### src/design/skt_pkg.sv
// Package for the sorted key table: command and status codes, item types and
// the controller/datapath interface structs. No dependencies.
package skt_pkg;

    // Default sizing of the table.
    localparam int CAPACITY_DEFAULT = 16;
    localparam int KEY_BITS_DEFAULT = 32;

    // Command codes.
    localparam logic [1:0] CMD_INSERT = 2'd0;
    localparam logic [1:0] CMD_FIND   = 2'd1;
    localparam logic [1:0] CMD_DELETE = 2'd2;
    localparam logic [1:0] CMD_CLEAR  = 2'd3;

    // Result status codes.
    localparam logic [2:0] STATUS_OK     = 3'd0;
    localparam logic [2:0] STATUS_DUP    = 3'd1;
    localparam logic [2:0] STATUS_MISS   = 3'd2;
    localparam logic [2:0] STATUS_FULL   = 3'd3;
    localparam logic [2:0] STATUS_BADPOS = 3'd4;

    // One request item.
    typedef struct packed {
        logic [1:0]  cmd;
        logic [31:0] key;
        logic [3:0]  position;
    } req_t;

    // One result item.
    typedef struct packed {
        logic [2:0] status;
        logic [4:0] slot;
        logic [4:0] entry_total;
    } rsp_t;

    // Commands from the controller to the datapath.
    typedef struct packed {
        logic       load;       // capture the request, start a search
        logic       clear;      // empty the table
        logic       probe;      // read the middle entry of the search window
        logic       go_right;   // key above probed entry
        logic       go_left;    // key below probed entry
        logic       hit;        // key equals probed entry
        logic       miss;       // search ended, slot is the insertion point
        logic       up_init;    // start opening a gap
        logic       mv_rd_up;   // read the entry below the pointer
        logic       mv_wr_up;   // write it one slot up
        logic       ins_wr;     // write the new key into the gap
        logic       dn_init;    // start closing a gap
        logic       mv_rd_dn;   // read the entry above the pointer
        logic       mv_wr_dn;   // write it one slot down
        logic       cnt_dec;    // one entry removed
        logic       set_status;
        logic [2:0] status;
        logic       rsp_load;   // move the finished result to the output
    } ctl_cmd_t;

    // Status from the datapath to the controller.
    typedef struct packed {
        logic lo_lt_hi;
        logic key_eq;
        logic key_gt;
        logic full;
        logic up_more;
        logic dn_more;
        logic pos_bad;
        logic rsp_free;
    } ctl_stat_t;

endpackage

### src/design/skt_dp.sv
// Datapath of the sorted key table: key memory, search window, move pointer,
// entry count and output register. Depends on skt_pkg.
module skt_dp #(
    parameter int CAPACITY = skt_pkg::CAPACITY_DEFAULT,
    parameter int KEY_BITS = skt_pkg::KEY_BITS_DEFAULT
) (
    input  logic                clk,
    input  logic                rst_n,
    input  skt_pkg::req_t       req,
    input  skt_pkg::ctl_cmd_t   cmd,
    output skt_pkg::ctl_stat_t  stat,
    input  logic                rsp_ready,
    output logic                rsp_valid,
    output skt_pkg::rsp_t       rsp
);

    localparam int AW = $clog2(CAPACITY);
    localparam int CW = $clog2(CAPACITY + 1);
    localparam int SW = (CW > 4) ? CW : 4;

    logic [KEY_BITS-1:0] mem [CAPACITY];
    logic [KEY_BITS-1:0] rd_data_reg;
    logic [KEY_BITS-1:0] key_reg;
    logic [CW-1:0]       count_reg;
    logic [CW-1:0]       count_next;
    logic [CW-1:0]       lo_reg;
    logic [CW-1:0]       hi_reg;
    logic [CW-1:0]       mid_reg;
    logic [CW-1:0]       ptr_reg;
    logic [SW-1:0]       slot_reg;
    logic [2:0]          status_reg;
    logic                rsp_valid_reg;
    logic                rsp_valid_next;
    skt_pkg::rsp_t       rsp_reg;

    logic [63:0]         key_wide;
    logic [CW:0]         mid_sum;
    logic [CW-1:0]       mid_next;
    logic [CW-1:0]       ptr_dec;
    logic [CW:0]         ptr_inc;
    logic [31:0]         slot_wide;
    logic [31:0]         total_wide;
    logic                mem_re;
    logic                mem_we;
    logic [AW-1:0]       mem_raddr;
    logic [AW-1:0]       mem_waddr;
    logic [KEY_BITS-1:0] mem_wdata;

    // Arithmetic on the search window and the move pointer.
    assign key_wide   = 64'(req.key);
    assign mid_sum    = {1'b0, lo_reg} + {1'b0, hi_reg};
    assign mid_next   = mid_sum[CW:1];
    assign ptr_dec    = ptr_reg - CW'(1);
    assign ptr_inc    = {1'b0, ptr_reg} + (CW + 1)'(1);
    assign slot_wide  = 32'(slot_reg);
    assign total_wide = 32'(count_reg);

    // Status back to the controller.
    always_comb
    begin
        stat.lo_lt_hi = lo_reg < hi_reg;
        stat.key_eq   = key_reg == rd_data_reg;
        stat.key_gt   = key_reg > rd_data_reg;
        stat.full     = count_reg == CW'(CAPACITY);
        stat.up_more  = SW'(ptr_reg) > slot_reg;
        stat.dn_more  = ptr_inc < {1'b0, count_reg};
        stat.pos_bad  = slot_reg >= SW'(count_reg);
        stat.rsp_free = !rsp_valid_reg || rsp_ready;
    end

    // Memory port selection: one read and one write address per cycle.
    always_comb
    begin
        mem_re    = cmd.probe || cmd.mv_rd_up || cmd.mv_rd_dn;
        mem_we    = cmd.mv_wr_up || cmd.mv_wr_dn || cmd.ins_wr;
        mem_waddr = cmd.ins_wr ? slot_reg[AW-1:0] : ptr_reg[AW-1:0];
        mem_wdata = cmd.ins_wr ? key_reg : rd_data_reg;
        if (cmd.probe)
        begin
            mem_raddr = mid_next[AW-1:0];
        end
        else if (cmd.mv_rd_up)
        begin
            mem_raddr = ptr_dec[AW-1:0];
        end
        else
        begin
            mem_raddr = ptr_inc[AW-1:0];
        end
    end

    // Key memory with registered read data.
    always_ff @(posedge clk)
    begin
        if (mem_we)
        begin
            mem[mem_waddr] <= mem_wdata;
        end
        if (mem_re)
        begin
            rd_data_reg <= mem[mem_raddr];
        end
    end

    // Entry count.
    always_comb
    begin
        count_next = count_reg;
        if (cmd.clear)
        begin
            count_next = '0;
        end
        else if (cmd.ins_wr)
        begin
            count_next = count_reg + CW'(1);
        end
        else if (cmd.cnt_dec)
        begin
            count_next = count_reg - CW'(1);
        end
    end

    // Output valid flag: set when a result is loaded, cleared when taken.
    assign rsp_valid_next = cmd.rsp_load || (rsp_valid_reg && !rsp_ready);

    always_ff @(posedge clk or negedge rst_n)
    begin
        if (!rst_n)
        begin
            count_reg     <= '0;
            rsp_valid_reg <= 1'b0;
        end
        else
        begin
            count_reg     <= count_next;
            rsp_valid_reg <= rsp_valid_next;
        end
    end

    // Search window, move pointer, slot and status of the item in work.
    always_ff @(posedge clk)
    begin
        if (cmd.load)
        begin
            key_reg  <= key_wide[KEY_BITS-1:0];
            lo_reg   <= '0;
            hi_reg   <= count_reg;
            slot_reg <= (req.cmd == skt_pkg::CMD_DELETE) ? SW'(req.position) : '0;
        end
        if (cmd.probe)
        begin
            mid_reg <= mid_next;
        end
        if (cmd.go_right)
        begin
            lo_reg <= mid_reg + CW'(1);
        end
        if (cmd.go_left)
        begin
            hi_reg <= mid_reg;
        end
        if (cmd.hit)
        begin
            slot_reg <= SW'(mid_reg);
        end
        if (cmd.miss)
        begin
            slot_reg <= SW'(lo_reg);
        end
        if (cmd.up_init)
        begin
            ptr_reg <= count_reg;
        end
        if (cmd.dn_init)
        begin
            ptr_reg <= slot_reg[CW-1:0];
        end
        if (cmd.mv_wr_up)
        begin
            ptr_reg <= ptr_dec;
        end
        if (cmd.mv_wr_dn)
        begin
            ptr_reg <= ptr_inc[CW-1:0];
        end
        if (cmd.set_status)
        begin
            status_reg <= cmd.status;
        end
    end

    // Output register.
    always_ff @(posedge clk)
    begin
        if (cmd.rsp_load)
        begin
            rsp_reg.status      <= status_reg;
            rsp_reg.slot        <= slot_wide[4:0];
            rsp_reg.entry_total <= total_wide[4:0];
        end
    end

    assign rsp_valid = rsp_valid_reg;
    assign rsp       = rsp_reg;

endmodule

### src/design/skt_ctrl.sv
// Controller of the sorted key table: sequences search, gap moves and result
// hand-off for one item at a time. Depends on skt_pkg.
module skt_ctrl (
    input  logic               clk,
    input  logic               rst_n,
    input  logic               req_valid,
    input  logic [1:0]         req_cmd,
    output logic               req_ready,
    input  skt_pkg::ctl_stat_t stat,
    output skt_pkg::ctl_cmd_t  cmd
);

    typedef enum logic [8:0] {
        S_IDLE  = 9'b000000001,
        S_PROBE = 9'b000000010,
        S_CMP   = 9'b000000100,
        S_UP_RD = 9'b000001000,
        S_UP_WR = 9'b000010000,
        S_DEL   = 9'b000100000,
        S_DN_RD = 9'b001000000,
        S_DN_WR = 9'b010000000,
        S_FIN   = 9'b100000000
    } state_t;

    state_t     state_reg;
    state_t     state_next;
    logic [1:0] op_reg;
    logic [1:0] op_next;

    // Next state and datapath commands.
    always_comb
    begin
        cmd        = '0;
        state_next = state_reg;
        op_next    = op_reg;
        req_ready  = 1'b0;
        unique case (state_reg)
            S_IDLE:
            begin
                req_ready = 1'b1;
                if (req_valid)
                begin
                    cmd.load = 1'b1;
                    op_next  = req_cmd;
                    unique case (req_cmd) inside
                        skt_pkg::CMD_INSERT, skt_pkg::CMD_FIND:
                        begin
                            state_next = S_PROBE;
                        end
                        skt_pkg::CMD_DELETE:
                        begin
                            state_next = S_DEL;
                        end
                        skt_pkg::CMD_CLEAR:
                        begin
                            cmd.clear      = 1'b1;
                            cmd.set_status = 1'b1;
                            cmd.status     = skt_pkg::STATUS_OK;
                            state_next     = S_FIN;
                        end
                    endcase
                end
            end
            S_PROBE:
            begin
                if (stat.lo_lt_hi)
                begin
                    cmd.probe  = 1'b1;
                    state_next = S_CMP;
                end
                else
                begin
                    // Search exhausted: the slot is the insertion point.
                    cmd.miss = 1'b1;
                    if (op_reg == skt_pkg::CMD_FIND)
                    begin
                        cmd.set_status = 1'b1;
                        cmd.status     = skt_pkg::STATUS_MISS;
                        state_next     = S_FIN;
                    end
                    else if (stat.full)
                    begin
                        cmd.set_status = 1'b1;
                        cmd.status     = skt_pkg::STATUS_FULL;
                        state_next     = S_FIN;
                    end
                    else
                    begin
                        cmd.up_init = 1'b1;
                        state_next  = S_UP_RD;
                    end
                end
            end
            S_CMP:
            begin
                if (stat.key_eq)
                begin
                    cmd.hit        = 1'b1;
                    cmd.set_status = 1'b1;
                    cmd.status     = (op_reg == skt_pkg::CMD_INSERT) ?
                                     skt_pkg::STATUS_DUP : skt_pkg::STATUS_OK;
                    state_next     = S_FIN;
                end
                else if (stat.key_gt)
                begin
                    cmd.go_right = 1'b1;
                    state_next   = S_PROBE;
                end
                else
                begin
                    cmd.go_left = 1'b1;
                    state_next  = S_PROBE;
                end
            end
            S_UP_RD:
            begin
                if (stat.up_more)
                begin
                    cmd.mv_rd_up = 1'b1;
                    state_next   = S_UP_WR;
                end
                else
                begin
                    cmd.ins_wr     = 1'b1;
                    cmd.set_status = 1'b1;
                    cmd.status     = skt_pkg::STATUS_OK;
                    state_next     = S_FIN;
                end
            end
            S_UP_WR:
            begin
                cmd.mv_wr_up = 1'b1;
                state_next   = S_UP_RD;
            end
            S_DEL:
            begin
                if (stat.pos_bad)
                begin
                    cmd.set_status = 1'b1;
                    cmd.status     = skt_pkg::STATUS_BADPOS;
                    state_next     = S_FIN;
                end
                else
                begin
                    cmd.dn_init = 1'b1;
                    state_next  = S_DN_RD;
                end
            end
            S_DN_RD:
            begin
                if (stat.dn_more)
                begin
                    cmd.mv_rd_dn = 1'b1;
                    state_next   = S_DN_WR;
                end
                else
                begin
                    cmd.cnt_dec    = 1'b1;
                    cmd.set_status = 1'b1;
                    cmd.status     = skt_pkg::STATUS_OK;
                    state_next     = S_FIN;
                end
            end
            S_DN_WR:
            begin
                cmd.mv_wr_dn = 1'b1;
                state_next   = S_DN_RD;
            end
            S_FIN:
            begin
                // Wait until the output register can take the result.
                if (stat.rsp_free)
                begin
                    cmd.rsp_load = 1'b1;
                    state_next   = S_IDLE;
                end
            end
            default:
            begin
                state_next = S_IDLE;
            end
        endcase
    end

    // State and latched command code.
    always_ff @(posedge clk or negedge rst_n)
    begin
        if (!rst_n)
        begin
            state_reg <= S_IDLE;
            op_reg    <= skt_pkg::CMD_INSERT;
        end
        else
        begin
            state_reg <= state_next;
            op_reg    <= op_next;
        end
    end

endmodule

### src/design/sorted_key_table.sv
// Top level of the sorted key table: controller plus datapath.
// Depends on skt_pkg, skt_ctrl and skt_dp.
//
// Keeps up to CAPACITY unsigned keys in ascending order in a memory with one
// read port and one write port, and serves one item at a time. Each item yields
// one result. Every item is accepted in S_IDLE and ends by loading the output
// register in S_FIN. Insert and find run a binary search in which each probe is
// a memory read, then a compare, with at most ceil(log2(count+1)) probes. A
// search that ends without a match records the insertion point. Insert then
// opens a gap by moving count - slot entries up, each by a read and a write,
// and then writes the key. Delete checks the position against the range, then
// closes the gap by moving count - 1 - position entries down, each by a read
// and a write, and then lowers the count. Clear takes no search. The final
// state of an item lasts until the output register is free. The output
// register lets the next item be accepted while a result still waits on
// rsp_ready. No clearing pass follows reset.
module sorted_key_table #(
    parameter int CAPACITY = skt_pkg::CAPACITY_DEFAULT,
    parameter int KEY_BITS = skt_pkg::KEY_BITS_DEFAULT
) (
    input  logic          clk,
    input  logic          rst_n,
    input  logic          req_valid,
    output logic          req_ready,
    input  skt_pkg::req_t req,
    output logic          rsp_valid,
    input  logic          rsp_ready,
    output skt_pkg::rsp_t rsp
);

    skt_pkg::ctl_cmd_t  ctl_cmd;
    skt_pkg::ctl_stat_t ctl_stat;

    // Sequencer.
    skt_ctrl u_ctrl (
        .clk       (clk),
        .rst_n     (rst_n),
        .req_valid (req_valid),
        .req_cmd   (req.cmd),
        .req_ready (req_ready),
        .stat      (ctl_stat),
        .cmd       (ctl_cmd)
    );

    // Storage and arithmetic.
    skt_dp #(
        .CAPACITY (CAPACITY),
        .KEY_BITS (KEY_BITS)
    ) u_dp (
        .clk       (clk),
        .rst_n     (rst_n),
        .req       (req),
        .cmd       (ctl_cmd),
        .stat      (ctl_stat),
        .rsp_ready (rsp_ready),
        .rsp_valid (rsp_valid),
        .rsp       (rsp)
    );

endmodule

### config.mk
export PLATFORM = sky130hd
export DESIGN_NAME = sorted_key_table
export DESIGN_NICKNAME = d
export VERILOG_FILES = /design/src/design/skt_pkg.sv /design/src/design/skt_dp.sv /design/src/design/skt_ctrl.sv /design/src/design/sorted_key_table.sv
export SDC_FILE = /design/constraint.sdc
export NUM_CORES = 1
export LEC_CHECK = 0
export BUFFER_PORTS_ARGS = -buffer_cell sky130_fd_sc_hd__buf_2
export CAP_MARGIN = 20
export CORE_ASPECT_RATIO = 1.4
export CORE_MARGIN = 1
export CORE_UTILIZATION = 55
export DETAILED_ROUTE_END_ITERATION = 10
export GPL_TIMING_DRIVEN = 0
export PLACE_DENSITY_LB_ADDON = 0.15
export REMOVE_ABC_BUFFERS = 1
export SLEW_MARGIN = 20
export SYNTH_ARGS = -nofsm -noshare
export SYNTH_HDL_FRONTEND = slang
export SYNTH_SLANG_ARGS = --single-unit
### constraint.sdc
create_clock -name clk -period 5.22 [get_ports clk]
set_clock_uncertainty 0.05 [all_clocks]
set_input_delay 0 -clock clk [delete_from_list [all_inputs] [get_ports clk]]
set_output_delay 0 -clock clk [all_outputs]
set_load 0.03 [all_outputs]
==> results.yml, run 1 <==
layout:
  antennaDiodeCount: 0
  fill_cells: 3379
  regArea_mm2: 0.0190
  multiInputGateArea_mm2: 0.00778
  drive_above_1_share_pct: 13.2
  areaGrowthSynthToFinish_pct: 16.6
  fin_nets: 1919
  largest_reg_flops: 512
  stdcell_count: 2499
yosys:
  synth_edf_count: 617
  synth_most_common_cell: "edfxtp_1"
  yosysUniqueCellTypes: 61
  synth_compound_area_share_pct: 3.23
  synth.cell_area_mm2: 0.0275
  synth_top_family_by_area: "multiplexers"
  synth_flop_cell: "edfxtp_1"
  ys_warn_count: 0
  synth_largest_area_cell: "edfxtp_1"
  ys_ff_latch: 634
  synthTopCellsByArea: "edfxtp_1 67%, mux2i_1 18%, ha_1 2.7%"
  async_flop_share_pct: 2.68
  synth_top_cell_area_share_pct: 67.3
  yosys-top-cells-count: "617 x edfxtp_1, 484 x mux2i_1, 66 x inv_1"
  syn_inst: 1658
  syn_area_per_cell_um2: 16.6
  synth.mux.area_fraction_pct: 18.0
  synth_xor_area_share_pct: 0.573
  ys_seq_area_share_pct: 68.9
  yosys.area_share.adder_pct: 2.84
  yosys.area_share.simple_pct: 3.06
power_and_ir_drop:
  pwr_density_cell_mw_per_mm2: 410
  vdd_drop_max_v: 0.000362
  p_total_uw: 13200
  leakage_uw: 0.0121
job:
  drv_cap: 0
placed_design:
  hpwl_um: 38800
  place.gp.congestion: 0.853
  port_buffers: 56
  place_inst: 2350
drt:
  route.antenna.remaining_nets: 0
  wl_per_cell_um: 23.7
  routed-wl-met2_um: 31500
  drt_iter0_markers: 856
  met3_length_um: 2140
  dr.pass1.iters: 6
  highest_layer: "met4"
  drt-total-wl_um: 59300
  drc: 0
  vias: 14500
  met1_length_um: 23700
  via_per_inst: 5.81
cts:
  clk_path_buf_depth: 3
  clk-insertion-delay-late_ns: 0.63
  cts_buffers: 57
  cts_root_buffer: "clkbuf_16"
  cts_max_level: 2
  post_cts_resized: 0
  cts_tree: "built"
  clkSlewWorstSetupHoldPaths_ns: 0.06
  clock-sinks: 634
setup_path:
  reg2reg_setup_slack_ns: 0.67
  path_class: "reg2reg"
  arrival_ns: 4.82
  crit_fanout: 30
  crit_chain: "inv_1, ha_1, inv_1, or2_2, o21ai_0, nand2_1, inv_4, a32oi_1, nor2_4, buf_16, buf_16"
  slowest_delay_ns: 0.71
  cp.required_ns: 5.49
  rr_endpoint: "u_dp.mem[4][11]$_DFFE_PP_"
  reg2reg_from: "u_dp.ptr_reg[0]$_DFFE_PP_"
  cp_top_family: "simple AND/OR/NAND/NOR gates"
  cpMaxStageDelayCell: "nor2_4"
  cp-start-kind: "flip-flop"
  path_buf_inv: 5
  ff2ff_path_depth: 11
  crit_cells: 11
  cp-end-kind: "flip-flop"
floorplanning:
  pin_count: 57
  fp.dieW_um: 191
  die_h_um: 267
  core_mm2: 0.0492
  std_cell_rows: 96
  initial_core_util_pct: 55.9
  die_area_mm2: 0.0509
sta:
  post-route-period-util_pct: 87.2
  relSlewSlack_pct: 27.5
  hold_violations: 0
  min_period_ns: 4.55
  rsz0062_at_grt: "no"
  setup_tns_ns: 0
  max_freq_mhz: 220
  finalSetupViolCount: 0
  drv_slew: 0
  tightest_slew_ns: 1.08
global_routing:
  grtUsageTotal_pct: 23.9
  grt_pass1_vias: 15100
  antenna_found_initial: 0
  grt_max_degree: 39
  grt-ovfl-total: 0
  grt_pass1_wl_um: 88500
hold_path:
  worstHoldStart: "req[4]"
  hp-class: "in2reg"
  whs_endpoint: "u_dp.key_reg[0]$_DFFE_PP_"
  holdPathStages: 2
run_status:
  status: "finished, final reports clean"
-- kinds of logic (layout without fill, tap and decap cells) --
group           after synthesis  in the layout
buf+inv                     134            338
compound gates              143            143
flops                       634            634
simple gates                175            175
xor+xnor                     18             18
mux                         492            492
fa+ha+maj                    62             62
-- cells in the final DEF (no fill, tap or decap), types with 11 or more instances in the layout --
cell	synthesis	layout
o21ai_0	44	12
clkinv_1	0	13
xnor2_1	12	12
dfrtp_1	16	16
dlygate4sd3_1	0	44
buf_16	0	47
buf_12	22	13
nor2_1	60	44
ha_1	60	60
nand2_1	51	51
nand3_1	11	11
o21ai_1	1	33
a21oi_1	36	34
mux2i_1	484	483
nand4_1	11	11
clkbuf_16	0	59
edfxtp_1	617	617
a21o_1	14	14
nor2_4	0	16
buf_2	22	57
inv_1	66	64
-- worst max-delay path by stage --
| stage | endpoint | slack (ns) | from |
|---|---|---|---|
| after floorplan | u_dp.rd_data_reg[0]$_DFFE_PP_ | -4.11 | u_dp.lo_reg[1]$_SDFFCE_PN0P_ |
| after global placement | u_dp.rd_data_reg[19]$_DFFE_PP_ | -6.95 | u_dp.lo_reg[3]$_SDFFCE_PN0P_ |
| after detailed placement | u_dp.mem[14][14]$_DFFE_PP_ | 0.76 | u_dp.ptr_reg[0]$_DFFE_PP_ |
| after CTS | u_dp.mem[14][13]$_DFFE_PP_ | 0.71 | u_dp.ptr_reg[0]$_DFFE_PP_ |
| after global routing | u_dp.mem[5][11]$_DFFE_PP_ | 0.44 | u_dp.slot_reg[3]$_DFFE_PP_ |
| final | u_dp.mem[4][11]$_DFFE_PP_ | 0.67 | u_dp.ptr_reg[0]$_DFFE_PP_ |
-- per-layer routing --
metal	track usage, %	vias to the layer above
met5	0	-
met4	8.69	0
met3	2.97	136
met2	43.4	343
met1	29.0	7338
li1	-	6708
-- worst reg2reg max path, stage by stage, from the launching register on --
cell      delay (ns)
edfxtp_1        0.58
inv_1           0.23
ha_1            0.33
inv_1           0.03
or2_2           0.31
o21ai_0         0.08
nand2_1         0.49
inv_4           0.57
a32oi_1         0.44
nor2_4          0.71
buf_16          0.24
buf_16          0.16
-- per-stage QoR --
step                      setup WS (ns)  util [%]  instance area, um^2  hold WS (ns)
after floorplan                   -4.11         -                26800        -0.346
after global placement            -6.95      56.6                27900        -0.104
after detailed placement          0.764      60.3                29700        -0.104
after CTS                         0.714      65.2                32100       0.00589
after global routing              0.437      65.2                32100        0.0382
final                             0.669      65.2                32100        0.0404
-- area by class of cell --
type | count | area share (%)
clock inverter | 36 | 1.33
inverter | 66 | 0.780
timing repair buffer | 167 | 7.38
clock buffer | 69 | 4.72
multi-input combinational | 890 | 24.2
tap | 637 | 2.48
sequential | 634 | 59.1
-- power by group --
part | switching [uW] | internal (uW) | leakage (uW)
Combinational | 1460 | 1190 | 0.00538
Clock | 1800 | 2550 | 0.000945
Sequential | 206 | 5960 | 0.00580
-- timing repair --
action,in CTS,in global routing
setup buffers,0,0
endpoints found under the hold margin,83,0
hold buffers,44,0
(Power assumes the default switching activity.)
==> run 2, diff against run 1 <==
--- a/config.mk
+++ b/config.mk
@@ -5,6 +5,7 @@
 export SDC_FILE = /design/constraint.sdc
 export NUM_CORES = 1
 export LEC_CHECK = 0
+export ABC_AREA = 1
 export BUFFER_PORTS_ARGS = -buffer_cell sky130_fd_sc_hd__buf_2
 export CAP_MARGIN = 20
 export CORE_ASPECT_RATIO = 1.4
==> run 2 against run 1 <==
Synthesized cell count increased by 78%. Routed wire length grew 39%. Sequential power is 2% higher. Global-route usage up 6.0 points. Register-to-register slack lost 0.36 ns. Design area increased by 6.2%. Critical endpoint is now u_dp.mem[7][15]$_DFFE_PP_.
==> results.yml, run 2 <==
setup_path:
  crit_start: "u_dp.ptr_reg[0]$_DFFE_PP_"
  rr_endpoint: "u_dp.mem[7][15]$_DFFE_PP_"
  crit_chain: "inv_1, ha_1, inv_1, nand2_1, nand3_1, nand2_1, nand2_1, inv_4, buf_12, nor2_1, a21oi_1, nand2_1, nor2_4, buf_16, buf_16"
  ff2ff_path_depth: 15
  arrival_ns: 5.19
  cp-start-kind: "flip-flop"
  critPathCapture: "u_dp.mem[7][15]$_DFFE_PP_"
  cp-end-kind: "flip-flop"
  path_class: "reg2reg"
  path_common_cell: "nand2_1"
  cpMaxStageDelayCell: "nor2_4"
  reg2reg_from: "u_dp.ptr_reg[0]$_DFFE_PP_"
  reg2reg_setup_slack_ns: 0.31
  cp.required_ns: 5.50
  slowest_delay_ns: 0.69
  crit_fanout: 35
drt:
  route.antenna.remaining_nets: 0
  drt-total-wl_um: 82500
  met1_length_um: 31300
  via_per_inst: 5.82
  drt_iter0_markers: 2315
  routed-wl-met2_um: 39800
  drc: 0
  met3_length_um: 7160
  wl_per_cell_um: 21.8
  dr.pass1.iters: 5
  vias: 22000
  highest_layer: "met4"
sta:
  relSlewSlack_pct: 25.7
  max_freq_mhz: 204
  hold_violations: 0
  worst_slack_ns: 0.310
  rsz0062_at_grt: "no"
  drv_slew: 0
  post-route-period-util_pct: 94.1
  holdWs_ns: 0.0309
  min_period_ns: 4.91
  finalSetupViolCount: 0
  tightest_slew_ns: 1.11
placed_design:
  place_inst: 3629
  place_ws_ns: 0.455
  hpwl_um: 47800
  place.gp.congestion: 0.926
  port_buffers: 56
yosys:
  syn_area_per_cell_um2: 10.2
  ys_seq_area_share_pct: 63.0
  synthTopCellsByArea: "edfxtp_1 62%, nand2_1 10%, nand3_1 9.3%"
  yosys-top-cells-count: "834 x nand2_1, 617 x edfxtp_1, 556 x nand3_1"
  yosysUniqueCellTypes: 45
  synth_flop_cell: "edfxtp_1"
  ys_ff_latch: 634
  synth_edf_count: 617
  synth_most_common_cell: "nand2_1"
  syn_inst: 2952
  async_flop_share_pct: 2.68
  synth_top_cell_area_share_pct: 61.6
  synth_largest_area_cell: "edfxtp_1"
  synth.cell_area_mm2: 0.0301
  ys_warn_count: 0
layout:
  final_util_pct: 63.0
  multiInputGateArea_mm2: 0.00886
  regArea_mm2: 0.0190
  largest_reg_flops: 512
  antennaDiodeCount: 0
  final_cell_mix: "832 x nand2_1, 617 x edfxtp_1, 556 x nand3_1"
  fin_nets: 3121
  areaGrowthSynthToFinish_pct: 13.4
  fill_cells: 4282
  drive_above_1_share_pct: 8.24
  layout_commonest_cell: "nand2_1"
  stdcell_count: 3781
cts:
  holdBufCountCts: 49
  cts_buffers: 59
  clkSlewWorstSetupHoldPaths_ns: 0.06
  clk-insertion-delay-late_ns: 0.63
  cts_max_level: 2
  clock-sinks: 634
  clk_path_buf_depth: 3
  post_cts_resized: 0
  cts_root_buffer: "clkbuf_16"
  cts_setup_buffers: 0
  cts_tree: "built"
global_routing:
  grtUsageTotal_pct: 29.9
  grt-ovfl-total: 0
  grt_pass1_vias: 21400
  antenna_found_initial: 0
  grt_pass1_wl_um: 123000
  grt_max_degree: 108
floorplanning:
  fp.dieW_um: 200
  core_mm2: 0.0541
  die_area_mm2: 0.0556
  std_cell_rows: 101
  die_h_um: 279
  pin_count: 57
  initial_core_util_pct: 55.6
job:
  drv_cap: 0
hold_path:
  hp-class: "in2reg"
  holdPathStages: 2
power_and_ir_drop:
  leakage_uw: 0.0144
  vdd_drop_max_v: 0.000273
  pwr_density_cell_mw_per_mm2: 416
run_status:
  status: "finished, final reports clean"
==> run 2: cell types whose count changed after synthesis, sizes merged, moves of 8 or more <==
cell	before	now
nand2	51	841
inv	66	387
nand3b	0	66
mux2i	485	0
nand4	11	42
buf	54	150
xnor2	12	4
a21o	14	1
o21ai	45	57
nand3	11	561
==> run 2: per-stage QoR <==
step / cell area, um^2 / power (uW) / TNS [ns]
after floorplan: 29100 / 8740 / -46.22
after global placement: 30300 / 9980 / -1774.89
after detailed placement: 31900 / 10200 / 0
after CTS: 34100 / 14200 / 0
after global routing: 34100 / 14800 / 0
final: 34100 / 14200 / 0
==> run 2: worst max-delay path: cells and delay by family (launching register included) <==
family | cells | cell delay [ns]
buffers and inverters | 6 | 1.58
adders and majority gates | 1 | 0.21
DFF | 1 | 0.57
AOI/OAI and AO/OA | 1 | 0.30
and+or+nand+nor | 7 | 1.88
==> run 2: layout make-up <==
type,count,share of cell area [%]
multi-input combinational,1766,26.0
tap,721,2.65
inverter,388,4.28
sequential,634,55.6
clock inverter,29,0.496
clock buffer,74,4.56
timing repair buffer,169,6.43
==> run 2: cells by family after synthesis <==
group / Yosys count / share of synthesized area [%]
compound gates: 102 / 1.84
xor+xnor: 13 / 0.379
fa+ha+maj: 61 / 2.56
buf+inv: 552 / 8.18
flops: 634 / 63.0
mux: 1 / 0.0374
simple gates: 1589 / 24.0
==> run 2: where the power goes <==
part | switching [uW] | internal (uW) | leakage [uW]
combinational | 2700 | 1240 | 0.00771
sequential | 216 | 6060 | 0.00580
clock | 1840 | 2140 | 0.000844
total | 4760 | 9430 | 0.0144
==> run 2: how the worst min path moves through the flow <==
stage / from / end / slack [ns]
after floorplan: rst_n / u_ctrl.op_reg[0]$_DFFE_PN0P_ / -0.35
after global placement: rst_n / u_dp.rsp_valid$_DFF_PN0_ / -0.11
after detailed placement: rst_n / u_dp.rsp_valid$_DFF_PN0_ / -0.10
after CTS: req[28] / u_dp.key_reg[24]$_DFFE_PP_ / 0.0006
after global routing: req[16] / u_dp.key_reg[12]$_DFFE_PP_ / 0.01
final: req[22] / u_dp.key_reg[18]$_DFFE_PP_ / 0.03
==> run 2: routing by layer <==
metal / GRT usage (%) / vias to the layer above
li1: - / 10100
met1: 38.3 / 10600
met2: 49.2 / 1129
met3: 4.17 / 255
met4: 16.1 / 0
met5: 0 / -
